### src/rtl/tcf_pkg.sv
// tcf_pkg: shared types, constants and helper functions for the tilt
// complementary filter. No dependencies; every rtl file imports it.

package tcf_pkg;

   // sample and arithmetic widths
   localparam int SAMPLE_W      = 32;
   localparam int COEF_FRAC     = 30;
   localparam int ANGLE_FRAC    = 28;
   localparam int COEF_W        = 34;
   localparam int DIFF_W        = SAMPLE_W + 2;
   localparam int OPA_W         = (COEF_W > DIFF_W) ? COEF_W : DIFF_W;
   localparam int PROD_W        = OPA_W + SAMPLE_W;
   localparam int ACC_W         = PROD_W + 4;
   localparam int PERIOD_HALF_W = 16;
   localparam int TRAP_SHIFT    = ANGLE_FRAC + 1 - PERIOD_HALF_W;
   localparam int TRAP_W        = DIFF_W + PERIOD_HALF_W + 1;

   // filter sequencing
   localparam int TAPS       = 4;
   localparam int TAP_W      = $clog2(TAPS);
   localparam int MAC_TERMS  = 2 * TAPS + 1;
   localparam int K_W        = $clog2(MAC_TERMS);
   localparam int HIST_IDX_W = TAP_W + 3;
   localparam int HIST_DEPTH = 1 << HIST_IDX_W;

   localparam int CSR_IDX_W  = 3;
   localparam logic [SAMPLE_W-1:0] SAMPLE_PERIOD_RESET = 32'd21474836;

   localparam logic signed [SAMPLE_W-1:0] SAMPLE_MAX = {1'b0, {(SAMPLE_W-1){1'b1}}};
   localparam logic signed [SAMPLE_W-1:0] SAMPLE_MIN = {1'b1, {(SAMPLE_W-1){1'b0}}};
   localparam logic signed [ACC_W-1:0]  ROUND_HALF = ACC_W'(1) << (COEF_FRAC - 1);
   localparam logic signed [PROD_W-1:0] TRAP_HALF  = PROD_W'(1) << ANGLE_FRAC;

   // coefficients, Q4.30; feedback terms are stored negated
   localparam logic signed [COEF_W-1:0] HP_B0 =  34'sd874294280;
   localparam logic signed [COEF_W-1:0] HP_B1 = -34'sd3497177121;
   localparam logic signed [COEF_W-1:0] HP_B2 =  34'sd5245765681;
   localparam logic signed [COEF_W-1:0] LP_B0 =  34'sd33543;
   localparam logic signed [COEF_W-1:0] LP_B1 =  34'sd134175;
   localparam logic signed [COEF_W-1:0] LP_B2 =  34'sd201251;
   localparam logic signed [COEF_W-1:0] NEG_A1 =  34'sd3854411026;
   localparam logic signed [COEF_W-1:0] NEG_A2 = -34'sd5209043711;
   localparam logic signed [COEF_W-1:0] NEG_A3 =  34'sd3139728470;
   localparam logic signed [COEF_W-1:0] NEG_A4 = -34'sd711900590;

   typedef enum logic [CSR_IDX_W-1:0] {
      CSR_SAMPLE_PERIOD    = 3'd0,
      CSR_RATE_BIAS_X      = 3'd1,
      CSR_RATE_BIAS_Y      = 3'd2,
      CSR_DRIFT_X          = 3'd3,
      CSR_DRIFT_Y          = 3'd4,
      CSR_INTEGRATE_ENABLE = 3'd5
   } tcf_csr_idx_type;

   typedef enum logic [3:0] {
      ST_IDLE,
      ST_SUM,
      ST_MUL_LO,
      ST_MUL_HI,
      ST_TRAP,
      ST_ANG,
      ST_DRIFT,
      ST_MAC,
      ST_MAC_LAST,
      ST_ROUND,
      ST_FUSE,
      ST_EMIT
   } tcf_state_type;

   typedef struct packed {
      logic signed [SAMPLE_W-1:0] rate_x;
      logic signed [SAMPLE_W-1:0] rate_y;
      logic signed [SAMPLE_W-1:0] tilt_x;
      logic signed [SAMPLE_W-1:0] tilt_y;
   } tcf_req_type;

   typedef struct packed {
      logic signed [SAMPLE_W-1:0] fused_x;
      logic signed [SAMPLE_W-1:0] fused_y;
   } tcf_rsp_type;

   typedef struct packed {
      logic [SAMPLE_W-1:0]        sample_period;
      logic signed [SAMPLE_W-1:0] rate_bias_x;
      logic signed [SAMPLE_W-1:0] rate_bias_y;
      logic signed [SAMPLE_W-1:0] drift_x;
      logic signed [SAMPLE_W-1:0] drift_y;
      logic                       integrate_enable;
   } tcf_csr_type;

   // sequencer step as seen by the datapath
   typedef struct packed {
      tcf_state_type  state;
      logic           axis;
      logic           pair;
      logic [K_W-1:0] k;
   } tcf_ctrl_type;

   // history shift request: pair 0 is the high-pass, pair 1 the low-pass
   typedef struct packed {
      logic                       en;
      logic                       axis;
      logic                       pair;
      logic signed [SAMPLE_W-1:0] x_data;
      logic signed [SAMPLE_W-1:0] y_data;
   } tcf_hist_wr_type;

   function automatic logic signed [SAMPLE_W-1:0] sat_sample(
      input logic signed [ACC_W-1:0] v
   );
      logic signed [SAMPLE_W-1:0] res;
      if (v > ACC_W'(SAMPLE_MAX)) begin
         res = SAMPLE_MAX;
      end else if (v < ACC_W'(SAMPLE_MIN)) begin
         res = SAMPLE_MIN;
      end else begin
         res = v[SAMPLE_W-1:0];
      end
      return res;
   endfunction

   // term order: feed-forward taps 0..4, then feedback taps 1..4
   function automatic logic signed [COEF_W-1:0] coef_lookup(
      input logic           pair,
      input logic [K_W-1:0] k
   );
      logic signed [COEF_W-1:0] c;
      case ({pair, k})
         {1'b0, 4'd0}: c = HP_B0;
         {1'b0, 4'd1}: c = HP_B1;
         {1'b0, 4'd2}: c = HP_B2;
         {1'b0, 4'd3}: c = HP_B1;
         {1'b0, 4'd4}: c = HP_B0;
         {1'b1, 4'd0}: c = LP_B0;
         {1'b1, 4'd1}: c = LP_B1;
         {1'b1, 4'd2}: c = LP_B2;
         {1'b1, 4'd3}: c = LP_B1;
         {1'b1, 4'd4}: c = LP_B0;
         {1'b0, 4'd5}, {1'b1, 4'd5}: c = NEG_A1;
         {1'b0, 4'd6}, {1'b1, 4'd6}: c = NEG_A2;
         {1'b0, 4'd7}, {1'b1, 4'd7}: c = NEG_A3;
         {1'b0, 4'd8}, {1'b1, 4'd8}: c = NEG_A4;
         default: c = '0;
      endcase
      return c;
   endfunction

endpackage

### src/rtl/tcf_hist_file.sv
// tcf_hist_file: sample history of both filters on both axes, four taps each,
// one read port and one shift port that moves a filter's x and y histories at once. Depends on tcf_pkg.

module tcf_hist_file import tcf_pkg::*; (
   input  logic                       clock,
   input  logic                       reset,
   input  logic [HIST_IDX_W-1:0]      rd_idx,
   output logic signed [SAMPLE_W-1:0] rd_data,
   input  tcf_hist_wr_type            wr
);

   logic signed [SAMPLE_W-1:0] hist_ff [HIST_DEPTH];
   logic signed [SAMPLE_W-1:0] hist_in [HIST_DEPTH];
   logic [2:0]                 x_base;
   logic [2:0]                 y_base;

   assign rd_data = hist_ff[rd_idx];
   assign x_base  = {wr.axis, wr.pair, 1'b0};
   assign y_base  = {wr.axis, wr.pair, 1'b1};

   always_comb begin
      hist_in = hist_ff;
      if (wr.en) begin
         for (int t = TAPS - 1; t > 0; t--) begin
            hist_in[{x_base, TAP_W'(t)}] = hist_ff[{x_base, TAP_W'(t - 1)}];
            hist_in[{y_base, TAP_W'(t)}] = hist_ff[{y_base, TAP_W'(t - 1)}];
         end
         hist_in[{x_base, TAP_W'(0)}] = wr.x_data;
         hist_in[{y_base, TAP_W'(0)}] = wr.y_data;
      end
   end

   always_ff @(posedge clock) begin
      if (reset) begin
         hist_ff <= '{default: '0};
      end else begin
         hist_ff <= hist_in;
      end
   end

endmodule

### config.mk
export PLATFORM = sky130hd
export DESIGN_NAME = tcf_hist_file
export DESIGN_NICKNAME = d
export VERILOG_FILES = /design/src/rtl/tcf_pkg.sv /design/src/rtl/tcf_hist_file.sv
export SDC_FILE = /design/constraint.sdc
export NUM_CORES = 2
export LEC_CHECK = 0
export BUFFER_PORTS_ARGS = -buffer_cell sky130_fd_sc_hd__buf_2
export CORE_ASPECT_RATIO = 0.7
export CORE_MARGIN = 8
export CORE_UTILIZATION = 58
export CTS_CLUSTER_DIAMETER = 60
export DETAILED_ROUTE_END_ITERATION = 7
export GPL_ROUTABILITY_DRIVEN = 0
export PLACE_DENSITY = 0.75
export SLEW_MARGIN = 40
export SYNTH_ARGS = -nofsm -noshare
export SYNTH_HDL_FRONTEND = slang
export SYNTH_SLANG_ARGS = --single-unit
### constraint.sdc
create_clock -name clock -period 2.05 [get_ports clock]
set_input_delay 0.41 -clock clock [delete_from_list [all_inputs] [get_ports clock]]
set_output_delay 0.41 -clock clock [all_outputs]
set_load 0.02 [all_outputs]
==> results.ini <==
[outcome]
violations=negative setup slack
status=complete, but fails checks

[finish]
drive_above_1_share=0.146
regArea_sq_um=20600
multi_input_area_sq_um=21600
final_nets=5811
largest_register=hist_ff
fin_util=0.706
area_growth_pct=20.7
nFillCells=5585
fin_area_sq_um=52800
largest_reg_flops=1024
reg_top3=hist_ff (1024)

[timing]
fin_crit_ps=2480
max_slew_margin=0.595
setup_viol=32
fin_crit_sh=1.21
fmax_mhz=403
slew_violations=0
finalHoldViolations=0
finClkSkew_ps=17.8
rsz0062_at_grt=yes
worst_slew_pin_slew_ps=607
fin_hold_ws_ps=26.4
finalSetupTns_ps=-10020
setup_ws_ps=-429

[floorplan]
core_sq_um=74800
fp.dieArea_sq_um=84600
start_util=0.585
boundaryPins=106
num_rows=84
die_h_um=246
fp.dieW_um=344

[global_routing]
grt_pass1_vias=36800
grt_max_degree=95
grt_overflow_total=0
antenna_found_initial=23
grt_pass1_wl_mm=206
grt_use_total=0.299

[routing]
drt_iter0_drc=4462
routed_wl_mm=133
vias=40300
post_drt_wl_per_cell_um=19.5
vias_per_cell=5.91
drtPass1Iterations=5
drcViolationCount=0
postRouteAntennaNets=0

[setup_path]
required_ps=1640
r2r_cells=3
crit_type=flop to output pin
critPathBufInv=2
cp_num_cells=7
cp.arrival_ps=2070
cp_top_family=compound AO/OA/AOI/OAI gates
worst-path-max-fanout=3
critPathCaptureType=output pin
critPathMaxStageDelay_ps=330
path_cells=mux2i_1 > a22o_1 > nor3_2 > a31oi_1 > nand3_1 > buf_12 > buf_8
cp-start-kind=flop
cp_slowest_cell=dfxtp_1

[logic_synthesis]
syn_area_sq_um=43700
synthCells=5605
ys_types=25
yosysSeqAreaShare=0.469
ys_warn_count=0
syn_area_per_cell_sq_um=7.80
ys_seq_elements=1024
synthesis.nets=5679

[worst_hold_path]
hold_path_depth=3
hold_class=input port to flop

[clocking]
h-tree-depth=3
clkLatencyLatePin_ps=670
cts_sinks=1024
cts-root-buf=clkbuf_16
tritoncts=built
clkTransAtPathRegs_ps=60
cts_made_buffers=94
cts_buffer_depth=3

[power_and_ir_drop]
peakVddDrop_v=0.000608
power_uw=43600
p_per_area_nw_per_um2=825
p_leak_uw=0.0193

[placed_design]
io_buffer_count=105
post_dp_cell_area_sq_um=46900
dp_hpwl_mm=84.1

[run]
drv_cap=0

-- power by group --
group	leakage, uW	switching, uW	internal [uW]
clock network	0.00165	7840	11200
logic	0.00929	2540	1740
registers	0.00831	171	20100
-- cells in the final DEF, fill, tap and decap left out, types with 3 or more instances in the layout --
master | netlist | layout
nand2_1 | 2146 | 2145
a21oi_1 | 1120 | 1118
dfxtp_1 | 1024 | 931
mux2i_1 | 512 | 490
buf_4 | 30 | 212
buf_12 | 0 | 123
clkbuf_16 | 0 | 98
dfxtp_2 | 0 | 93
a22oi_1 | 96 | 91
nand3_1 | 97 | 74
buf_2 | 200 | 69
a22o_1 | 64 | 64
buf_6 | 15 | 58
a31oi_1 | 32 | 24
nor3_2 | 0 | 22
buf_16 | 0 | 21
nand3_2 | 0 | 19
clkbuf_1 | 204 | 19
clkbuf_8 | 0 | 19
mux2i_2 | 0 | 18
clkinv_2 | 0 | 17
diode_2 | 0 | 15
bufinv_16 | 0 | 15
buf_8 | 0 | 15
nor3_1 | 32 | 8
a22oi_2 | 0 | 5
a31oi_2 | 0 | 5
mux2i_4 | 0 | 4
nand3_4 | 0 | 4
a31oi_4 | 0 | 3
inv_6 | 0 | 3
bufbuf_16 | 0 | 3
-- per-layer routing --
layer  GRT usage  share of wire  vias up
li1            -              -    19100
met1       0.434           0.44    19200
met2       0.454           0.44     1774
met3      0.0474          0.095      266
met4      0.0948          0.030        6
met5           0        0.00024        -
-- worst paths after layout --
path | startpoint | to | slack [ps]
hold reg to reg | hist_ff[527] | hist_ff[527] | 450
setup reg to reg | hist_ff[835] | hist_ff[835] | 1220
setup / recovery | hist_ff[818] | rd_data[18] | -430
hold / removal | wr[43] | hist_ff[491] | 30
-- metrics by stage --
step | worst slack [ps] | instances
3_3_place_gp | -556 | 6513
3_5_place_dp | -585 | 6513
5_1_grt | -486 | 6805
6_report | -429 | 6818
2_1_floorplan | 26.3 | 5605
4_1_cts | -454 | 6783
-- synthesized netlist by cell type --
| master | count | area, sq um |
|---|---|---|
| nand2b_1 | 2 | 12.5 |
| clkbuf_1 | 204 | 766 |
| dfxtp_1 | 1024 | 20500 |
| a31oi_1 | 32 | 200 |
| or3b_1 | 1 | 8.76 |
| nand3b_1 | 1 | 7.51 |
| a22oi_1 | 96 | 721 |
| clkbuf_4 | 2 | 15.0 |
| nand3_1 | 97 | 485 |
| buf_4 | 30 | 225 |
| buf_6 | 15 | 169 |
| nor3b_2 | 1 | 12.5 |
| and3b_1 | 1 | 8.76 |
| buf_2 | 200 | 1000 |
| a22o_1 | 64 | 561 |
| or2_2 | 2 | 12.5 |
| mux2i_1 | 512 | 5120 |
| and2_1 | 1 | 6.26 |
| and3_1 | 1 | 6.26 |
| nor2_1 | 2 | 7.51 |
| a21oi_1 | 1120 | 5610 |
| nand2_1 | 2146 | 8060 |
| buf_1 | 17 | 63.8 |
| nor3_1 | 32 | 160 |
| nor2b_1 | 2 | 12.5 |
-- layout make-up --
class                           instances  area share
Multi-Input combinational cell       4113       0.408
Sequential cell                      1024       0.390
Timing Repair Buffer                  504       0.114
Clock buffer                          134      0.0518
Tap cell                              989      0.0234
Clock inverter                         39      0.0114
Antenna cell                           15    0.000711
-- timing repair --
item | in CTS | in global routing
pin swaps | 87 | 98
hold buffers | 1 | 0
buffers inserted | 79 | 25
hold endpoints to repair | 2 | 0
cloned | 20 | 2
resized for setup | 255 | 100
setup endpoints to repair | 32 | 32
-- kinds of logic (layout without fill, tap and decap cells) --
kind of cell / Yosys count / after routing / synth area share
compound gates: 1312 / 1312 / 0.162
mux: 512 / 512 / 0.117
flops: 1024 / 1024 / 0.469
buf+inv: 468 / 677 / 0.0512
simple gates: 2289 / 2289 / 0.201
other cells: 0 / 15 / 0
-- worst reg2reg max path, stage by stage, from the launching register on --
cell and delay, ps:
dfxtp_2 350, buf_4 110, nand2_1 70, a21oi_1 210
Power figures use the tool's default switching activity.
