`src/rtl/tcf_pkg.sv`:
```
// tcf_pkg: shared types, constants and helper functions for the tilt
// complementary filter. No dependencies; every rtl file imports it.

package tcf_pkg;

   // sample and arithmetic widths
   localparam int SAMPLE_W      = 32;
   localparam int COEF_FRAC     = 30;
   localparam int ANGLE_FRAC    = 28;
   localparam int COEF_W        = 34;
   localparam int DIFF_W        = SAMPLE_W + 2;
   localparam int OPA_W         = (COEF_W > DIFF_W) ? COEF_W : DIFF_W;
   localparam int PROD_W        = OPA_W + SAMPLE_W;
   localparam int ACC_W         = PROD_W + 4;
   localparam int PERIOD_HALF_W = 16;
   localparam int TRAP_SHIFT    = ANGLE_FRAC + 1 - PERIOD_HALF_W;
   localparam int TRAP_W        = DIFF_W + PERIOD_HALF_W + 1;

   // filter sequencing
   localparam int TAPS       = 4;
   localparam int TAP_W      = $clog2(TAPS);
   localparam int MAC_TERMS  = 2 * TAPS + 1;
   localparam int K_W        = $clog2(MAC_TERMS);
   localparam int HIST_IDX_W = TAP_W + 3;
   localparam int HIST_DEPTH = 1 << HIST_IDX_W;

   localparam int CSR_IDX_W  = 3;
   localparam logic [SAMPLE_W-1:0] SAMPLE_PERIOD_RESET = 32'd21474836;

   localparam logic signed [SAMPLE_W-1:0] SAMPLE_MAX = {1'b0, {(SAMPLE_W-1){1'b1}}};
   localparam logic signed [SAMPLE_W-1:0] SAMPLE_MIN = {1'b1, {(SAMPLE_W-1){1'b0}}};
   localparam logic signed [ACC_W-1:0]  ROUND_HALF = ACC_W'(1) << (COEF_FRAC - 1);
   localparam logic signed [PROD_W-1:0] TRAP_HALF  = PROD_W'(1) << ANGLE_FRAC;

   // coefficients, Q4.30; feedback terms are stored negated
   localparam logic signed [COEF_W-1:0] HP_B0 =  34'sd874294280;
   localparam logic signed [COEF_W-1:0] HP_B1 = -34'sd3497177121;
   localparam logic signed [COEF_W-1:0] HP_B2 =  34'sd5245765681;
   localparam logic signed [COEF_W-1:0] LP_B0 =  34'sd33543;
   localparam logic signed [COEF_W-1:0] LP_B1 =  34'sd134175;
   localparam logic signed [COEF_W-1:0] LP_B2 =  34'sd201251;
   localparam logic signed [COEF_W-1:0] NEG_A1 =  34'sd3854411026;
   localparam logic signed [COEF_W-1:0] NEG_A2 = -34'sd5209043711;
   localparam logic signed [COEF_W-1:0] NEG_A3 =  34'sd3139728470;
   localparam logic signed [COEF_W-1:0] NEG_A4 = -34'sd711900590;

   typedef enum logic [CSR_IDX_W-1:0] {
      CSR_SAMPLE_PERIOD    = 3'd0,
      CSR_RATE_BIAS_X      = 3'd1,
      CSR_RATE_BIAS_Y      = 3'd2,
      CSR_DRIFT_X          = 3'd3,
      CSR_DRIFT_Y          = 3'd4,
      CSR_INTEGRATE_ENABLE = 3'd5
   } tcf_csr_idx_type;

   typedef enum logic [3:0] {
      ST_IDLE,
      ST_SUM,
      ST_MUL_LO,
      ST_MUL_HI,
      ST_TRAP,
      ST_ANG,
      ST_DRIFT,
      ST_MAC,
      ST_MAC_LAST,
      ST_ROUND,
      ST_FUSE,
      ST_EMIT
   } tcf_state_type;

   typedef struct packed {
      logic signed [SAMPLE_W-1:0] rate_x;
      logic signed [SAMPLE_W-1:0] rate_y;
      logic signed [SAMPLE_W-1:0] tilt_x;
      logic signed [SAMPLE_W-1:0] tilt_y;
   } tcf_req_type;

   typedef struct packed {
      logic signed [SAMPLE_W-1:0] fused_x;
      logic signed [SAMPLE_W-1:0] fused_y;
   } tcf_rsp_type;

   typedef struct packed {
      logic [SAMPLE_W-1:0]        sample_period;
      logic signed [SAMPLE_W-1:0] rate_bias_x;
      logic signed [SAMPLE_W-1:0] rate_bias_y;
      logic signed [SAMPLE_W-1:0] drift_x;
      logic signed [SAMPLE_W-1:0] drift_y;
      logic                       integrate_enable;
   } tcf_csr_type;

   // sequencer step as seen by the datapath
   typedef struct packed {
      tcf_state_type  state;
      logic           axis;
      logic           pair;
      logic [K_W-1:0] k;
   } tcf_ctrl_type;

   // history shift request: pair 0 is the high-pass, pair 1 the low-pass
   typedef struct packed {
      logic                       en;
      logic                       axis;
      logic                       pair;
      logic signed [SAMPLE_W-1:0] x_data;
      logic signed [SAMPLE_W-1:0] y_data;
   } tcf_hist_wr_type;

   function automatic logic signed [SAMPLE_W-1:0] sat_sample(
      input logic signed [ACC_W-1:0] v
   );
      logic signed [SAMPLE_W-1:0] res;
      if (v > ACC_W'(SAMPLE_MAX)) begin
         res = SAMPLE_MAX;
      end else if (v < ACC_W'(SAMPLE_MIN)) begin
         res = SAMPLE_MIN;
      end else begin
         res = v[SAMPLE_W-1:0];
      end
      return res;
   endfunction

   // term order: feed-forward taps 0..4, then feedback taps 1..4
   function automatic logic signed [COEF_W-1:0] coef_lookup(
      input logic           pair,
      input logic [K_W-1:0] k
   );
      logic signed [COEF_W-1:0] c;
      case ({pair, k})
         {1'b0, 4'd0}: c = HP_B0;
         {1'b0, 4'd1}: c = HP_B1;
         {1'b0, 4'd2}: c = HP_B2;
         {1'b0, 4'd3}: c = HP_B1;
         {1'b0, 4'd4}: c = HP_B0;
         {1'b1, 4'd0}: c = LP_B0;
         {1'b1, 4'd1}: c = LP_B1;
         {1'b1, 4'd2}: c = LP_B2;
         {1'b1, 4'd3}: c = LP_B1;
         {1'b1, 4'd4}: c = LP_B0;
         {1'b0, 4'd5}, {1'b1, 4'd5}: c = NEG_A1;
         {1'b0, 4'd6}, {1'b1, 4'd6}: c = NEG_A2;
         {1'b0, 4'd7}, {1'b1, 4'd7}: c = NEG_A3;
         {1'b0, 4'd8}, {1'b1, 4'd8}: c = NEG_A4;
         default: c = '0;
      endcase
      return c;
   endfunction

endpackage

```
`src/rtl/tcf_arith.sv`:
```
// tcf_arith: shared 34x32 multiplier, accumulator and the add/saturate steps
// for integration, drift, both filters and the fusion. Depends on tcf_pkg.

module tcf_arith import tcf_pkg::*; (
   input  logic                       clock,
   input  logic                       reset,
   input  tcf_ctrl_type               ctrl,
   input  tcf_req_type                item,
   input  tcf_csr_type                csr,
   input  logic signed [SAMPLE_W-1:0] hist_rd_data,
   output logic [HIST_IDX_W-1:0]      hist_rd_idx,
   output tcf_hist_wr_type            hist_wr,
   output logic signed [SAMPLE_W-1:0] fused_x,
   output logic signed [SAMPLE_W-1:0] fused_y
);

   logic signed [DIFF_W-1:0]   s_ff, s_in;
   logic signed [TRAP_W-1:0]   tmp_ff, tmp_in;
   logic signed [SAMPLE_W-1:0] ang_ff, ang_in;
   logic signed [ACC_W-1:0]    acc_ff, acc_in;
   logic signed [PROD_W-1:0]   prod_ff, prod_in;
   logic signed [SAMPLE_W-1:0] hp_ff, hp_in;
   logic signed [SAMPLE_W-1:0] lp_ff, lp_in;
   logic signed [SAMPLE_W-1:0] fx_ff, fx_in;
   logic signed [SAMPLE_W-1:0] fy_ff, fy_in;
   logic signed [SAMPLE_W-1:0] prev_ff [2];
   logic signed [SAMPLE_W-1:0] prev_in [2];

   logic signed [SAMPLE_W-1:0] rate_sel, bias_sel, drift_sel, tilt_sel, x0;
   logic signed [OPA_W-1:0]    mult_a;
   logic signed [SAMPLE_W-1:0] mult_b;
   logic signed [ACC_W-1:0]    rnd_sum;
   logic signed [SAMPLE_W-1:0] y_rnd;
   logic [K_W-1:0]             km1;

   assign rate_sel  = ctrl.axis ? item.rate_y : item.rate_x;
   assign tilt_sel  = ctrl.axis ? item.tilt_y : item.tilt_x;
   assign bias_sel  = ctrl.axis ? csr.rate_bias_y : csr.rate_bias_x;
   assign drift_sel = ctrl.axis ? csr.drift_y : csr.drift_x;
   assign x0        = ctrl.pair ? tilt_sel : ang_ff;

   // history tap for term k: feed-forward taps first, then feedback taps
   assign km1 = ctrl.k - K_W'(1);
   always_comb begin
      if (ctrl.state == ST_ANG) begin
         hist_rd_idx = {ctrl.axis, 1'b0, 1'b0, {TAP_W{1'b0}}};
      end else begin
         hist_rd_idx = {ctrl.axis, ctrl.pair, km1[TAP_W], km1[TAP_W-1:0]};
      end
   end

   always_comb begin
      case (ctrl.state)
         ST_MUL_LO: begin
            mult_a = s_ff;
            mult_b = {{(SAMPLE_W-PERIOD_HALF_W){1'b0}},
                      csr.sample_period[PERIOD_HALF_W-1:0]};
         end
         ST_MUL_HI: begin
            mult_a = s_ff;
            mult_b = {{(SAMPLE_W-PERIOD_HALF_W){1'b0}},
                      csr.sample_period[SAMPLE_W-1:PERIOD_HALF_W]};
         end
         default: begin
            mult_a = OPA_W'(coef_lookup(ctrl.pair, ctrl.k));
            mult_b = (ctrl.k == '0) ? x0 : hist_rd_data;
         end
      endcase
   end

   assign prod_in = PROD_W'(mult_a) * PROD_W'(mult_b);
   assign rnd_sum = acc_ff + ROUND_HALF;
   assign y_rnd   = sat_sample(rnd_sum >>> COEF_FRAC);

   always_comb begin
      s_in    = s_ff;
      tmp_in  = tmp_ff;
      ang_in  = ang_ff;
      acc_in  = acc_ff;
      hp_in   = hp_ff;
      lp_in   = lp_ff;
      fx_in   = fx_ff;
      fy_in   = fy_ff;
      prev_in = prev_ff;
      hist_wr = '0;
      case (ctrl.state)
         ST_SUM: begin
            s_in = DIFF_W'(rate_sel) - DIFF_W'(bias_sel)
                 + DIFF_W'(prev_ff[ctrl.axis]) - DIFF_W'(bias_sel);
            prev_in[ctrl.axis] = rate_sel;
            // angle before drift stays zero when integration is off
            ang_in = '0;
         end
         ST_MUL_HI: begin
            tmp_in = TRAP_W'((prod_ff + TRAP_HALF) >>> PERIOD_HALF_W);
         end
         ST_TRAP: begin
            tmp_in = TRAP_W'((PROD_W'(tmp_ff) + prod_ff) >>> TRAP_SHIFT);
         end
         ST_ANG: begin
            ang_in = sat_sample(ACC_W'(hist_rd_data) + ACC_W'(tmp_ff));
         end
         ST_DRIFT: begin
            ang_in = sat_sample(ACC_W'(ang_ff) - ACC_W'(drift_sel));
         end
         ST_MAC: begin
            acc_in = (ctrl.k == '0) ? '0 : acc_ff + ACC_W'(prod_ff);
         end
         ST_MAC_LAST: begin
            acc_in = acc_ff + ACC_W'(prod_ff);
         end
         ST_ROUND: begin
            if (ctrl.pair) begin
               lp_in = y_rnd;
            end else begin
               hp_in = y_rnd;
            end
            hist_wr.en     = 1'b1;
            hist_wr.axis   = ctrl.axis;
            hist_wr.pair   = ctrl.pair;
            hist_wr.x_data = x0;
            hist_wr.y_data = y_rnd;
         end
         ST_FUSE: begin
            if (ctrl.axis) begin
               fy_in = sat_sample(ACC_W'(hp_ff) + ACC_W'(lp_ff));
            end else begin
               fx_in = sat_sample(ACC_W'(hp_ff) + ACC_W'(lp_ff));
            end
         end
         default: ;
      endcase
   end

   always_ff @(posedge clock) begin
      s_ff    <= s_in;
      tmp_ff  <= tmp_in;
      ang_ff  <= ang_in;
      acc_ff  <= acc_in;
      prod_ff <= prod_in;
      hp_ff   <= hp_in;
      lp_ff   <= lp_in;
      fx_ff   <= fx_in;
      fy_ff   <= fy_in;
   end

   always_ff @(posedge clock) begin
      if (reset) begin
         prev_ff <= '{default: '0};
      end else begin
         prev_ff <= prev_in;
      end
   end

   assign fused_x = fx_ff;
   assign fused_y = fy_ff;

endmodule

```
`config.mk`:
```
export PLATFORM = sky130hd
export DESIGN_NAME = tcf_arith
export DESIGN_NICKNAME = d
export VERILOG_FILES = /design/src/rtl/tcf_pkg.sv /design/src/rtl/tcf_arith.sv
export SDC_FILE = /design/constraint.sdc
export NUM_CORES = 2
export LEC_CHECK = 0
export ABC_AREA = 1
export BUFFER_PORTS_ARGS = -buffer_cell sky130_fd_sc_hd__buf_4
export CORE_MARGIN = 1
export CORE_UTILIZATION = 35
export CTS_CLUSTER_SIZE = 28
export DETAILED_ROUTE_END_ITERATION = 10
export GPL_ROUTABILITY_DRIVEN = 0
export SETUP_SLACK_MARGIN = 0.4
export SYNTH_ARGS = -nofsm -noshare
export SYNTH_HDL_FRONTEND = slang
export SYNTH_SLANG_ARGS = --single-unit
```
`constraint.sdc`:
```
create_clock -name clock -period 10.52 [get_ports clock]
set_clock_uncertainty 0.1 [all_clocks]
set_input_delay 1.578 -clock clock [delete_from_list [all_inputs] [get_ports clock]]
set_output_delay 1.578 -clock clock [all_outputs]
set_load 0.03 [all_outputs]
```
==> reports/results.ini <==
[setup_path]
cp_max_fo = 28
slowest_delay_ns = 0.60
start_kind = primary input
worstPathArrival_ns = 10.22
required_ns = 10.99
end_kind = flip-flop
worst-setup-path-type = primary input to flip-flop
critPathSlowestCell = fa_1
crit_top_cell = fa_1

[cells_and_area]
final_nets = 13000
post_route_cells_drive_above_1_share_pct = 10.8
final_area_um2 = 90000
syn_to_final_growth_pct = 15.9
nFillCells = 22300
area.sequential_um2 = 12100
multiInputGateArea_um2 = 56700

[sta]
fmax_mhz = 103
min_period_over_period_pct = 92.7
slew_viol_final = 0
finalCriticalPeriod_ns = 9.75
tightest_slew_ns = 1.20
fin_hold_ws_ns = 0.342
rsz0062_at_grt = true
timing.max_slew.rel_slack_pct = 19.8
finalHoldViolCount = 0
finalSetupViolations = 0

[drt]
vias = 72500
postRouteAntennaNets = 0
drt_pass1_iterations = 8
vias_per_cell = 5.19
wirelength_um = 289000
drt_iter0_drc = 7381
drc = 0
drt-wirelength-per-cell_um = 20.7

[outcome]
outcome = completed

[clock_network]
clk_pin_slew_ns = 0.05
ctsHoldBuffers = 0
insertion_delay_ns = 0.68
cts_buffers = 51
clockBufferDepth = 3
cts-htree-levels = 2
cts.sinks = 445
cts_tree = done
root_buffer = clkbuf_16

[die]
fp.dieW_um = 473
initial_core_util_pct = 35.3
io_pins = 469
die-height_um = 473
core_um2 = 220000
dieArea_um2 = 224000
rows = 172

[grt]
grt_pass1_wl_um = 435000
grt_pass1_vias = 73000
antenna_found_initial = 18
grt_max_degree = 75
overflow = 0
grt_usage_pct = 25.6

[logic_synthesis]
ys_ff_latch = 445
ys.flop_type = edfxtp_1
syn_avg_cell_area_um2 = 7.59
ys_types = 75
seq_area_frac_synth_pct = 15.5
synthCells = 10200
yosys_warnings = 0
async_flop_share_pct = 0
syn_area_um2 = 77600
synth_edf_count = 315

[placed_design]
io_buffers = 467
dpl_cell_area_um2 = 88000
dp_hpwl_um = 247000

[flow_run]
drv_cap = 0

[hold_path]
hp-class = flip-flop to flip-flop

[cells in the mapped netlist, types with 5 or more instances]
| cell type | n | area (µm²) |
|---|---|---|
| o21ai_1 | 25 | 125 |
| a221oi_1 | 7 | 61.3 |
| buf_1 | 14 | 52.6 |
| nor3_2 | 5 | 50.1 |
| buf_2 | 33 | 165 |
| edfxtp_1 | 315 | 9460 |
| nand3_2 | 5 | 50.1 |
| o21a_1 | 38 | 285 |
| xor2_1 | 185 | 1620 |
| nand2_2 | 17 | 106 |
| ha_1 | 479 | 5990 |
| and2_1 | 9 | 56.3 |
| clkinv_1 | 23 | 86.3 |
| nand3b_1 | 11 | 82.6 |
| a31oi_1 | 63 | 394 |
| nor2_1 | 1224 | 4590 |
| o21ai_2 | 7 | 61.3 |
| nand4_1 | 69 | 432 |
| and3_1 | 5 | 31.3 |
| nor3_1 | 60 | 300 |
| nand2_1 | 2167 | 8130 |
| or2_2 | 12 | 75.1 |
| a21o_1 | 35 | 263 |
| nor2_2 | 25 | 156 |
| fa_1 | 1179 | 23600 |
| dfxtp_1 | 130 | 2600 |
| a21oi_1 | 667 | 3340 |
| o211ai_1 | 15 | 113 |
| inv_2 | 10 | 37.5 |
| nor4_1 | 37 | 231 |
| o21ai_0 | 512 | 2560 |
| inv_1 | 2095 | 7860 |
| xnor2_1 | 99 | 867 |
| clkbuf_1 | 230 | 863 |
| mux2i_1 | 59 | 591 |
| o21bai_1 | 26 | 195 |
| a21boi_0 | 15 | 113 |
| o221ai_1 | 18 | 158 |
| a21oi_2 | 6 | 52.6 |
| nand3_1 | 231 | 1160 |
| a211oi_1 | 11 | 82.6 |
| o31ai_1 | 7 | 52.6 |
[per-layer routing]
layer	wire [µm]	vias up	track usage, %	share of wire [%]
li1	-	33100	-	-
met1	116000	35100	33.4	40
met2	126000	3692	40.0	44
met3	31300	664	5.97	11
met4	15600	16	11.6	5.4
met5	104	-	0	0.036
[worst max-delay path, delay by kind of cell]
kind | cells | cell delay [ns]
adder cells (fa/ha/maj) | 9 | 4.19
AO/OA/AOI/OAI | 2 | 0.55
AND/OR/NAND/NOR | 13 | 1.90
buffers and inverters | 15 | 1.99
[area by class of cell]
cell class / count / area share (%)
antenna: 9 / 0.0250
clock buffer: 68 / 1.60
clock inverter: 27 / 0.363
inverter: 2128 / 8.92
multi-input combinational: 7390 / 63.1
sequential: 445 / 13.4
tap: 2958 / 4.11
timing repair buffer: 947 / 8.51
[layout by cell type (no fill, tap or decap), types with 12 or more instances in the layout]
cell,n
buf_12,42
clkinv_1,17
o21ai_1,26
xor2_1,185
clkinvlp_4,13
nor4_1,37
a31oi_1,63
fa_1,1178
ha_1,479
o21a_1,38
clkbuf_16,52
o21ai_0,505
inv_1,2090
a21oi_1,664
a21boi_0,15
nor2_1,1214
or2_2,12
conb_1,15
dfxtp_1,130
edfxtp_1,315
nand2_1,2161
buf_4,901
mux2i_1,59
xnor2_1,99
nand2_2,22
a21o_1,35
o211ai_1,15
o21bai_1,26
nand3_1,231
nand4_1,69
nor2_2,29
nor3_1,58
[cells by family after synthesis]
logic type	after synthesis	synth area share, %
other cells	2	0.00967
simple gates	3889	20.1
compound gates	1484	10.5
fa+ha+maj	1658	38.1
flops	445	15.5
buf+inv	2414	11.8
xor+xnor	284	3.20
mux	60	0.775
[flip-flops by register name, indices dropped and copies added (netlist names)]
register  count
tmp_ff       51
acc_ff       70
lp_ff        32
s_ff         34
fused_y      32
prev_ff      64
prod_ff      66
fused_x      32
ang_ff       32
hp_ff        32
[through the flow]
stage | worst slack [ns] | std cells | TNS, ns | utilization, %
floorplan | 0.657 | 10200 | 0 | -
global placement | -0.144 | 13900 | -1.13 | 40.0
detailed placement | -0.141 | 13900 | -1.13 | 40.0
CTS | 0.563 | 13900 | 0 | 40.8
global route | 0.377 | 14000 | 0 | 40.9
finish | 0.770 | 14000 | 0 | 40.9
[repair_timing]
action	CTS	global route
setup buffers	0	14
setup endpoints to repair	0	25
resized for setup	0	25
[path summary, 6_finish.rpt]
check	cells after the start	end	slack, ns	from
setup / recovery	39	prod_ff[59]$_DFF_P_	0.77	ctrl[9]
setup reg to reg	35	prod_ff[60]$_DFF_P_	1.95	ang_ff[7]$_SDFFCE_PN0P_
hold reg to reg	2	prev_ff[61]$_SDFFE_PP0P_	0.34	prev_ff[61]$_SDFFE_PP0P_
hold / removal	2	prev_ff[61]$_SDFFE_PP0P_	0.34	prev_ff[61]$_SDFFE_PP0P_
Power is not shown: default switching activity piles up to over one toggle a cycle in this logic, so the estimate is an artifact.
