===== src/rtl/tcf_pkg.sv =====
// tcf_pkg: shared types, constants and helper functions for the tilt
// complementary filter. No dependencies; every rtl file imports it.

package tcf_pkg;

   // sample and arithmetic widths
   localparam int SAMPLE_W      = 32;
   localparam int COEF_FRAC     = 30;
   localparam int ANGLE_FRAC    = 28;
   localparam int COEF_W        = 34;
   localparam int DIFF_W        = SAMPLE_W + 2;
   localparam int OPA_W         = (COEF_W > DIFF_W) ? COEF_W : DIFF_W;
   localparam int PROD_W        = OPA_W + SAMPLE_W;
   localparam int ACC_W         = PROD_W + 4;
   localparam int PERIOD_HALF_W = 16;
   localparam int TRAP_SHIFT    = ANGLE_FRAC + 1 - PERIOD_HALF_W;
   localparam int TRAP_W        = DIFF_W + PERIOD_HALF_W + 1;

   // filter sequencing
   localparam int TAPS       = 4;
   localparam int TAP_W      = $clog2(TAPS);
   localparam int MAC_TERMS  = 2 * TAPS + 1;
   localparam int K_W        = $clog2(MAC_TERMS);
   localparam int HIST_IDX_W = TAP_W + 3;
   localparam int HIST_DEPTH = 1 << HIST_IDX_W;

   localparam int CSR_IDX_W  = 3;
   localparam logic [SAMPLE_W-1:0] SAMPLE_PERIOD_RESET = 32'd21474836;

   localparam logic signed [SAMPLE_W-1:0] SAMPLE_MAX = {1'b0, {(SAMPLE_W-1){1'b1}}};
   localparam logic signed [SAMPLE_W-1:0] SAMPLE_MIN = {1'b1, {(SAMPLE_W-1){1'b0}}};
   localparam logic signed [ACC_W-1:0]  ROUND_HALF = ACC_W'(1) << (COEF_FRAC - 1);
   localparam logic signed [PROD_W-1:0] TRAP_HALF  = PROD_W'(1) << ANGLE_FRAC;

   // coefficients, Q4.30; feedback terms are stored negated
   localparam logic signed [COEF_W-1:0] HP_B0 =  34'sd874294280;
   localparam logic signed [COEF_W-1:0] HP_B1 = -34'sd3497177121;
   localparam logic signed [COEF_W-1:0] HP_B2 =  34'sd5245765681;
   localparam logic signed [COEF_W-1:0] LP_B0 =  34'sd33543;
   localparam logic signed [COEF_W-1:0] LP_B1 =  34'sd134175;
   localparam logic signed [COEF_W-1:0] LP_B2 =  34'sd201251;
   localparam logic signed [COEF_W-1:0] NEG_A1 =  34'sd3854411026;
   localparam logic signed [COEF_W-1:0] NEG_A2 = -34'sd5209043711;
   localparam logic signed [COEF_W-1:0] NEG_A3 =  34'sd3139728470;
   localparam logic signed [COEF_W-1:0] NEG_A4 = -34'sd711900590;

   typedef enum logic [CSR_IDX_W-1:0] {
      CSR_SAMPLE_PERIOD    = 3'd0,
      CSR_RATE_BIAS_X      = 3'd1,
      CSR_RATE_BIAS_Y      = 3'd2,
      CSR_DRIFT_X          = 3'd3,
      CSR_DRIFT_Y          = 3'd4,
      CSR_INTEGRATE_ENABLE = 3'd5
   } tcf_csr_idx_type;

   typedef enum logic [3:0] {
      ST_IDLE,
      ST_SUM,
      ST_MUL_LO,
      ST_MUL_HI,
      ST_TRAP,
      ST_ANG,
      ST_DRIFT,
      ST_MAC,
      ST_MAC_LAST,
      ST_ROUND,
      ST_FUSE,
      ST_EMIT
   } tcf_state_type;

   typedef struct packed {
      logic signed [SAMPLE_W-1:0] rate_x;
      logic signed [SAMPLE_W-1:0] rate_y;
      logic signed [SAMPLE_W-1:0] tilt_x;
      logic signed [SAMPLE_W-1:0] tilt_y;
   } tcf_req_type;

   typedef struct packed {
      logic signed [SAMPLE_W-1:0] fused_x;
      logic signed [SAMPLE_W-1:0] fused_y;
   } tcf_rsp_type;

   typedef struct packed {
      logic [SAMPLE_W-1:0]        sample_period;
      logic signed [SAMPLE_W-1:0] rate_bias_x;
      logic signed [SAMPLE_W-1:0] rate_bias_y;
      logic signed [SAMPLE_W-1:0] drift_x;
      logic signed [SAMPLE_W-1:0] drift_y;
      logic                       integrate_enable;
   } tcf_csr_type;

   // sequencer step as seen by the datapath
   typedef struct packed {
      tcf_state_type  state;
      logic           axis;
      logic           pair;
      logic [K_W-1:0] k;
   } tcf_ctrl_type;

   // history shift request: pair 0 is the high-pass, pair 1 the low-pass
   typedef struct packed {
      logic                       en;
      logic                       axis;
      logic                       pair;
      logic signed [SAMPLE_W-1:0] x_data;
      logic signed [SAMPLE_W-1:0] y_data;
   } tcf_hist_wr_type;

   function automatic logic signed [SAMPLE_W-1:0] sat_sample(
      input logic signed [ACC_W-1:0] v
   );
      logic signed [SAMPLE_W-1:0] res;
      if (v > ACC_W'(SAMPLE_MAX)) begin
         res = SAMPLE_MAX;
      end else if (v < ACC_W'(SAMPLE_MIN)) begin
         res = SAMPLE_MIN;
      end else begin
         res = v[SAMPLE_W-1:0];
      end
      return res;
   endfunction

   // term order: feed-forward taps 0..4, then feedback taps 1..4
   function automatic logic signed [COEF_W-1:0] coef_lookup(
      input logic           pair,
      input logic [K_W-1:0] k
   );
      logic signed [COEF_W-1:0] c;
      case ({pair, k})
         {1'b0, 4'd0}: c = HP_B0;
         {1'b0, 4'd1}: c = HP_B1;
         {1'b0, 4'd2}: c = HP_B2;
         {1'b0, 4'd3}: c = HP_B1;
         {1'b0, 4'd4}: c = HP_B0;
         {1'b1, 4'd0}: c = LP_B0;
         {1'b1, 4'd1}: c = LP_B1;
         {1'b1, 4'd2}: c = LP_B2;
         {1'b1, 4'd3}: c = LP_B1;
         {1'b1, 4'd4}: c = LP_B0;
         {1'b0, 4'd5}, {1'b1, 4'd5}: c = NEG_A1;
         {1'b0, 4'd6}, {1'b1, 4'd6}: c = NEG_A2;
         {1'b0, 4'd7}, {1'b1, 4'd7}: c = NEG_A3;
         {1'b0, 4'd8}, {1'b1, 4'd8}: c = NEG_A4;
         default: c = '0;
      endcase
      return c;
   endfunction

endpackage


===== src/rtl/tcf_seq.sv =====
// tcf_seq: sequencer stepping one item through integration, drift and the
// two filters of each axis. Depends on tcf_pkg.

module tcf_seq import tcf_pkg::*; (
   input  logic         clock,
   input  logic         reset,
   input  logic         req_valid,
   input  logic         integrate_enable,
   input  logic         out_free,
   output logic         req_ready,
   output tcf_ctrl_type ctrl
);

   tcf_state_type  state_ff, state_in;
   logic           axis_ff, axis_in;
   logic           pair_ff, pair_in;
   logic [K_W-1:0] k_ff, k_in;

   always_ff @(posedge clock) begin
      if (reset) begin
         state_ff <= ST_IDLE;
         axis_ff  <= 1'b0;
         pair_ff  <= 1'b0;
         k_ff     <= '0;
      end else begin
         state_ff <= state_in;
         axis_ff  <= axis_in;
         pair_ff  <= pair_in;
         k_ff     <= k_in;
      end
   end

   always_comb begin
      state_in  = state_ff;
      axis_in   = axis_ff;
      pair_in   = pair_ff;
      k_in      = k_ff;
      req_ready = 1'b0;
      case (state_ff)
         ST_IDLE: begin
            req_ready = 1'b1;
            if (req_valid) begin
               axis_in  = 1'b0;
               state_in = ST_SUM;
            end
         end
         ST_SUM: begin
            state_in = integrate_enable ? ST_MUL_LO : ST_DRIFT;
         end
         ST_MUL_LO: state_in = ST_MUL_HI;
         ST_MUL_HI: state_in = ST_TRAP;
         ST_TRAP:   state_in = ST_ANG;
         ST_ANG:    state_in = ST_DRIFT;
         ST_DRIFT: begin
            pair_in  = 1'b0;
            k_in     = '0;
            state_in = ST_MAC;
         end
         ST_MAC: begin
            if (k_ff == K_W'(MAC_TERMS - 1)) begin
               state_in = ST_MAC_LAST;
            end else begin
               k_in = k_ff + K_W'(1);
            end
         end
         ST_MAC_LAST: state_in = ST_ROUND;
         ST_ROUND: begin
            if (!pair_ff) begin
               pair_in  = 1'b1;
               k_in     = '0;
               state_in = ST_MAC;
            end else begin
               state_in = ST_FUSE;
            end
         end
         ST_FUSE: begin
            if (!axis_ff) begin
               axis_in  = 1'b1;
               state_in = ST_SUM;
            end else begin
               state_in = ST_EMIT;
            end
         end
         ST_EMIT: begin
            if (out_free) begin
               state_in = ST_IDLE;
            end
         end
         default: state_in = ST_IDLE;
      endcase
   end

   assign ctrl.state = state_ff;
   assign ctrl.axis  = axis_ff;
   assign ctrl.pair  = pair_ff;
   assign ctrl.k     = k_ff;

endmodule


===== config.mk =====
export PLATFORM = sky130hd
export DESIGN_NAME = tcf_seq
export DESIGN_NICKNAME = d
export VERILOG_FILES = /design/src/rtl/tcf_pkg.sv /design/src/rtl/tcf_seq.sv
export SDC_FILE = /design/constraint.sdc
export NUM_CORES = 1
export LEC_CHECK = 0
export BUFFER_PORTS_ARGS = -buffer_cell sky130_fd_sc_hd__buf_2
export CORE_AREA = 10 10 47 49
export CTS_BUF_LIST = sky130_fd_sc_hd__clkbuf_8
export CTS_CLUSTER_SIZE = 20
export DETAILED_ROUTE_END_ITERATION = 16
export DIE_AREA = 0 0 57 59
export PLACE_DENSITY = 0.78
export RECOVER_POWER = 100
export SLEW_MARGIN = 5
export SYNTH_ARGS = -nofsm -noshare
export SYNTH_HDL_FRONTEND = slang
export SYNTH_SLANG_ARGS = --single-unit

===== constraint.sdc =====
create_clock -name clock -period 1.8 [get_ports clock]
set_input_delay 0.36 -clock clock [delete_from_list [all_inputs] [get_ports clock]]
set_output_delay 0.36 -clock clock [all_outputs]
set_load 0.05 [all_outputs]

==> impl_results.md, run 1 <==
* Top FF cell, synth: dfxtp_1
* Final setup viols at 0
* Pwr Total at 0.701 mW
* Worst hold margin at 0.438 ns
* Peak VDD IR at 0.533 mV
* H-tree depth at 1
* Yosys warnings at 0
* Post-CTS Setup Inserts at 0
* Area share of fa/ha/maj cells after synthesis at 0.0394
* Critical-path maximum fanout at 13
* Async SR Flop Fraction at 0
* Largest net degree at the start of global routing at 14
* Post-Route Skew at 0.00127 ns
* Worst rel slew slack at 0.595
* Status: finished, final reports clean
* Hold_buf cts at 0
* Post-synthesis cell type count at 28
* Mapped Area at 634 um^2
* Crit path largest cell delay at 0.45 ns
* Post-synth top area cell: dfxtp_1
* Vias per cell at 5.63
* Largest family of logic cells by synthesized area: simple AND/OR/NAND/NOR gates
* Initial antenna violation count at 0
* Synth-to-layout area growth at 19.3%
* CTS Buf Count at 3
* Post-Syn Instances at 81
* Share of cells above drive strength 1 at 0.188
* Root buffer cell: clkbuf_8
* FF+latch area at 200 um^2
* Post-synth top cells: a21oi_1 (12), dfxtp_1 (10), inv_1 (6), nand2_1 (6)
* Area occupied by multi-input gates at 374 um^2
* Clock slew at reported path FFs at 0.05 ns
* Wirelength per Cell at 14.5 um
* Met3 routed WL at 126 um
* Overflow left after global routing at 0
* Count leader, synth: a21oi_1
* Final Hold Fails at 0
* Via count at 630
* Slowest stage cell, crit path: dfxtp_1
* Critical Path Sink Type: primary output
* Mux cell area share after synthesis at 0
* Clock Sinks at 10
* CTS tree: done
* Die area at 3360 um^2
* Fin crit share at 0.953
* Final ANT Viol Nets at 0
* Clk buf depth at 2
* Pre-antenna DRT Iters at 4
* Met2 WL at 799 um
* Final min period at 1.72 ns
* I/O pins at 16
* Starting Density at 0.453
* Post-synthesis xor/xnor area fraction at 0
* Pwr/cell area at 926 nW/um^2
* Place WS at 0.284 ns
* Max Used Layer: met4
* DR DRC count at 0
* Max Fclk at 0.583 GHz
* DP HPWL at 1.16 mm
* IO Port Bufs at 15
* Die width at 57 um
* Post-synth EDFFs at 0
* First-pass GRT wire length at 2.67 mm
* Fill cell count at 139
* Fin util at 0.540
* M1 wire length at 674 um
* Core area at 1400 um^2
* Synth area leaders: dfxtp_1 (32%), a21oi_1 (9.5%), buf_4 (4.7%), ha_1 (3.9%), o21ai_0 (3.9%)
* GRT Overall Usage at 0.0982
* PostCTS Resize Cnt at 0
* Hold crit path type: in -> reg
* Synth Area per Inst at 7.83 um^2
* Least-Margin Pin Slew at 0.610 ns
* Vias in the first global route at 576
* Count of pins over their slew limit at 0
* Clock Latency Late Sink at 0.24 ns
* Gpl congestion at 0.829
* Worst setup SP type: flop
* Register area share after synthesis at 0.316
* RSZ-0062 raised after global routing: no
* Final net count at 104
* Number of max-cap violations at 0
* CP Buf/Inv Count at 1
* Post-synthesis compound-gate area fraction at 0.227
* # rows at 14
* PnR worst setup slack at 0.0843 ns
* Synth Register Bits at 10
* CP Data Arrival Time at 1.36 ns
* Die extent in y at 59 um
* Top-area cell type share of the netlist area at 0.316
* Crit-path cells: nor4_4, clkbuf_2
* CP required at 1.44 ns
* Ant. Diodes at 0
* Static Leak at 0.258 nW
* Critical path type: reg -> out
* Initial DRC Count at 9
* Setup tns final at 0 ns
* Synthesized Nets at 88
* Final WL at 1.62 mm
* Post-synthesis simple-gate area fraction at 0.314
* Delay-heaviest family, CP: flip-flops
==> final cells by class <==
type | instances | area share
Clock buffer | 4 | 0.0727
Inverter | 6 | 0.0298
Multi-Input combinational cell | 58 | 0.494
Sequential cell | 10 | 0.264
Tap cell | 16 | 0.0264
Timing Repair Buffer | 18 | 0.112
==> metal layers <==
layer	vias up	GRT usage
met1	284	0.119
met3	4	0.0343
li1	315	-
met4	0	0.0470
met2	27	0.150
met5	-	0
==> power by group <==
group	switching [mW]	internal (mW)	total, mW	leakage (nW)
Sequential	0.0192	0.230	0.250	0.0812
Clock	0.101	0.193	0.294	0.0288
Combinational	0.107	0.0500	0.157	0.148
Total	0.227	0.474	0.701	0.258
==> path summary, 6_finish.rpt <==
path / end / cells after the start / start / slack [ns]
worst min register to register: k_ff[1]$_SDFFE_PP0P_ / 2 / k_ff[1]$_SDFFE_PP0P_ / 0.51
worst max-delay path: req_ready / 2 / state_ff[0]$_SDFFE_PP0P_ / 0.08
worst min-delay path: state_ff[0]$_SDFFE_PP0P_ / 2 / reset / 0.44
worst max register to register: k_ff[1]$_SDFFE_PP0P_ / 4 / state_ff[3]$_SDFFE_PP0P_ / 0.20
==> kinds of logic (layout without fill, tap and decap cells) <==
group | Yosys count | count (layout)
simple gates | 32 | 32
compound gates | 24 | 24
buf+inv | 13 | 28
fa+ha+maj | 2 | 2
flops | 10 | 10
==> per-stage QoR <==
step                area [um^2]  instances
global placement            723        108
finish                      757        112
CTS                         778        112
global route                757        112
detailed placement          723        108
floorplan                   649         81
==> state kept, by name, indices dropped and copies added, names as in the netlist <==
register,count
axis_ff,1
state_ff,4
pair_ff,1
k_ff,4
==> cells in the final DEF (no fill, tap or decap) <==
master | netlist | layout
a21oi_1 | 12 | 12
dfxtp_1 | 10 | 10
clkbuf_1 | 1 | 8
inv_1 | 6 | 6
nand2_1 | 6 | 6
nor2_1 | 5 | 5
o21ai_0 | 5 | 5
nor3_1 | 4 | 4
clkbuf_8 | 0 | 4
buf_2 | 2 | 4
clkbuf_2 | 0 | 4
nand3b_1 | 2 | 2
nand2b_1 | 2 | 2
nand4b_1 | 2 | 2
nor2b_1 | 2 | 2
nand3_1 | 2 | 2
o211ai_1 | 2 | 2
ha_1 | 2 | 2
buf_4 | 4 | 2
nor4_4 | 0 | 1
a31oi_1 | 1 | 1
and3b_4 | 1 | 1
nor4b_2 | 0 | 1
o32ai_1 | 1 | 1
a22oi_2 | 1 | 1
or3_1 | 1 | 1
or3b_1 | 1 | 1
nor4_1 | 2 | 1
a21boi_0 | 1 | 1
o2111ai_1 | 1 | 1
or2_0 | 1 | 1
(Power assumes the default switching activity.)
==> run 2: changes to the inputs <==
- BUFFER_PORTS_ARGS: -buffer_cell sky130_fd_sc_hd__buf_2 -> default
- DONT_BUFFER_PORTS: default -> 1
- PLACE_DENSITY: 0.78 -> default
- PLACE_DENSITY_LB_ADDON: default -> 0.15
==> impl_results.md, run 2 (synthesis results as in run 1) <==
* Via count at 605 (-4.0%)
* CTS Buf Count at 3 (unchanged)
* Largest net degree at the start of global routing at 12 (-2)
* CTS tree: done
* Number of max-cap violations at 0 (unchanged)
* Initial DRC Count at 12 (+3)
* CP required at 1.44 ns (about the same)
* Share of cells above drive strength 1 at 0.141 (-0.0462)
* CP Data Arrival Time at 1.34 ns (-0.02 ns)
* Max Used Layer: met4
* Worst rel slew slack at 0.510 (-0.0855)
* Final ANT Viol Nets at 0 (unchanged)
* Least-Margin Pin Slew at 0.736 ns (+0.126 ns)
* Status: finished, final reports clean
* Fill cell count at 158 (+14%)
* Met2 WL at 755 um (-5.5%)
* Clk buf depth at 2 (unchanged)
* Clock slew at reported path FFs at 0.05 ns (about the same)
* Final Hold Fails at 0 (unchanged)
* Final min period at 1.70 ns (-0.0116 ns)
* Slowest stage cell, crit path: dfxtp_1
* RSZ-0062 raised after global routing: no
* First-pass GRT wire length at 2.69 mm (+0.79%)
* GRT Overall Usage at 0.101 (+0.00308)
* Ant. Diodes at 0 (unchanged)
* Final WL at 1.60 mm (-1.1%)
* Die area at 3360 um^2 (unchanged)
* Worst setup SP type: flop
* Synth-to-layout area growth at 15.8%
* Clock Latency Late Sink at 0.24 ns (about the same)
* Gpl congestion at 0.820 (-1.0%)
* Hold crit path type: in -> reg
* Commonest non-fill, non-tap cell in the layout: a21oi_1
* I/O pins at 16 (unchanged)
* Count of pins over their slew limit at 0 (unchanged)
* Fin crit share at 0.947 (-0.00643)
* DP HPWL at 1.22 mm (+4.9%)
* Critical Path Sink Type: primary output
* Critical path type: reg -> out
* Die extent in y at 59 um (unchanged)
* Core area at 1400 um^2 (unchanged)
* Static Leak at 0.239 nW (-7.5%)
* Hold_buf cts at 0 (unchanged)
* Post-Route Skew at 0.000951 ns (-0.000323 ns)
* PostCTS Resize Cnt at 0 (unchanged)
* Pwr/cell area at 870 nW/um^2 (-6.1%)
* Final setup viols at 0 (unchanged)
* Delay-heaviest family, CP: buffers and inverters
* Wirelength per Cell at 14.8 um (+2.6%)
* Vias per cell at 5.60 (-0.41%)
* Starting Density at 0.453 (unchanged)
* DR DRC count at 0 (unchanged)
* # rows at 14 (unchanged)
* Clock Sinks at 10 (unchanged)
* Post-CTS Setup Inserts at 0 (unchanged)
* CP Buf/Inv Count at 2 (+1)
* Top Registers: k_ff: 4 flops, state_ff: 4 flops
* Peak VDD IR at 0.451 mV (-15%)
* Critical-path maximum fanout at 8 (-5)
* Pre-antenna DRT Iters at 4 (unchanged)
* M1 wire length at 717 um (+6.4%)
* Vias in the first global route at 567 (-1.6%)
* Post-Layout Cell Count at 108 (-3.6%)
* Die width at 57 um (unchanged)
* H-tree depth at 1 (unchanged)
* Crit path largest cell delay at 0.38 ns (-0.07 ns)
* Placed cells at 105 (-2.8%)
* Met3 routed WL at 107 um (-15%)
* IO Port Bufs at 0 (-15)
* Setup tns final at 0 ns (unchanged)
* Root buffer cell: clkbuf_8
* Final net count at 101 (-2.9%)
* Initial antenna violation count at 0 (unchanged)
* Most frequent cells in the layout: a21oi_1 (12), dfxtp_1 (10), clkbuf_1 (9)
* Overflow left after global routing at 0 (unchanged)
* Crit-path cells: buf_4, nor4_4, clkbuf_4
* Max Fclk at 0.587 GHz (+0.68%)
## run 2: layout make-up
cell class | instances | area (um^2) | area share
multi-input cells | 58 | 374 | 0.509
repair buffers | 15 | 76.3 | 0.104
inverters | 6 | 22.5 | 0.0307
well taps | 16 | 20.0 | 0.0273
clock buffers | 3 | 41.3 | 0.0562
flip-flops and latches | 10 | 200 | 0.273
## run 2: worst paths after layout
| check | from | endpoint | slack [ns] | cells past startpoint |
|---|---|---|---|---|
| setup / recovery | state_ff[0]$_SDFFE_PP0P_ | req_ready | 0.1 | 3 |
| hold / removal | reset | k_ff[0]$_SDFFE_PP0P_ | 0.19 | 1 |
| setup reg to reg | k_ff[1]$_SDFFE_PP0P_ | k_ff[3]$_SDFFE_PP0P_ | 0.23 | 4 |
| hold reg to reg | k_ff[0]$_SDFFE_PP0P_ | k_ff[0]$_SDFFE_PP0P_ | 0.53 | 3 |
## run 2: layer usage
metal,GRT usage,vias up
met5,0,-
met4,0.0705,0
met3,0.0472,4
met2,0.158,12
met1,0.106,280
li1,-,309
## run 2: metrics by stage
| stage | worst slack, ns | hold slack (ns) | area [um^2] | util | power, mW |
|---|---|---|---|---|---|
| floorplan | 0.00548 | 0.517 | 649 | - | 0.376 |
| detailed placement | 0.291 | 0.432 | 738 | 0.527 | 0.416 |
| global route | 0.0464 | 0.173 | 734 | 0.524 | 0.668 |
| global placement | 0.311 | 0.432 | 738 | 0.527 | 0.415 |
| finish | 0.0959 | 0.185 | 734 | 0.524 | 0.639 |
| CTS | 0.123 | 0.177 | 779 | 0.556 | 0.659 |
## run 2: report_power, final
group          leakage, nW  internal (mW)  switching [mW]
clock               0.0216          0.147          0.0915
sequential          0.0812          0.231          0.0212
combinational        0.136         0.0496          0.0987
total                0.239          0.427           0.212
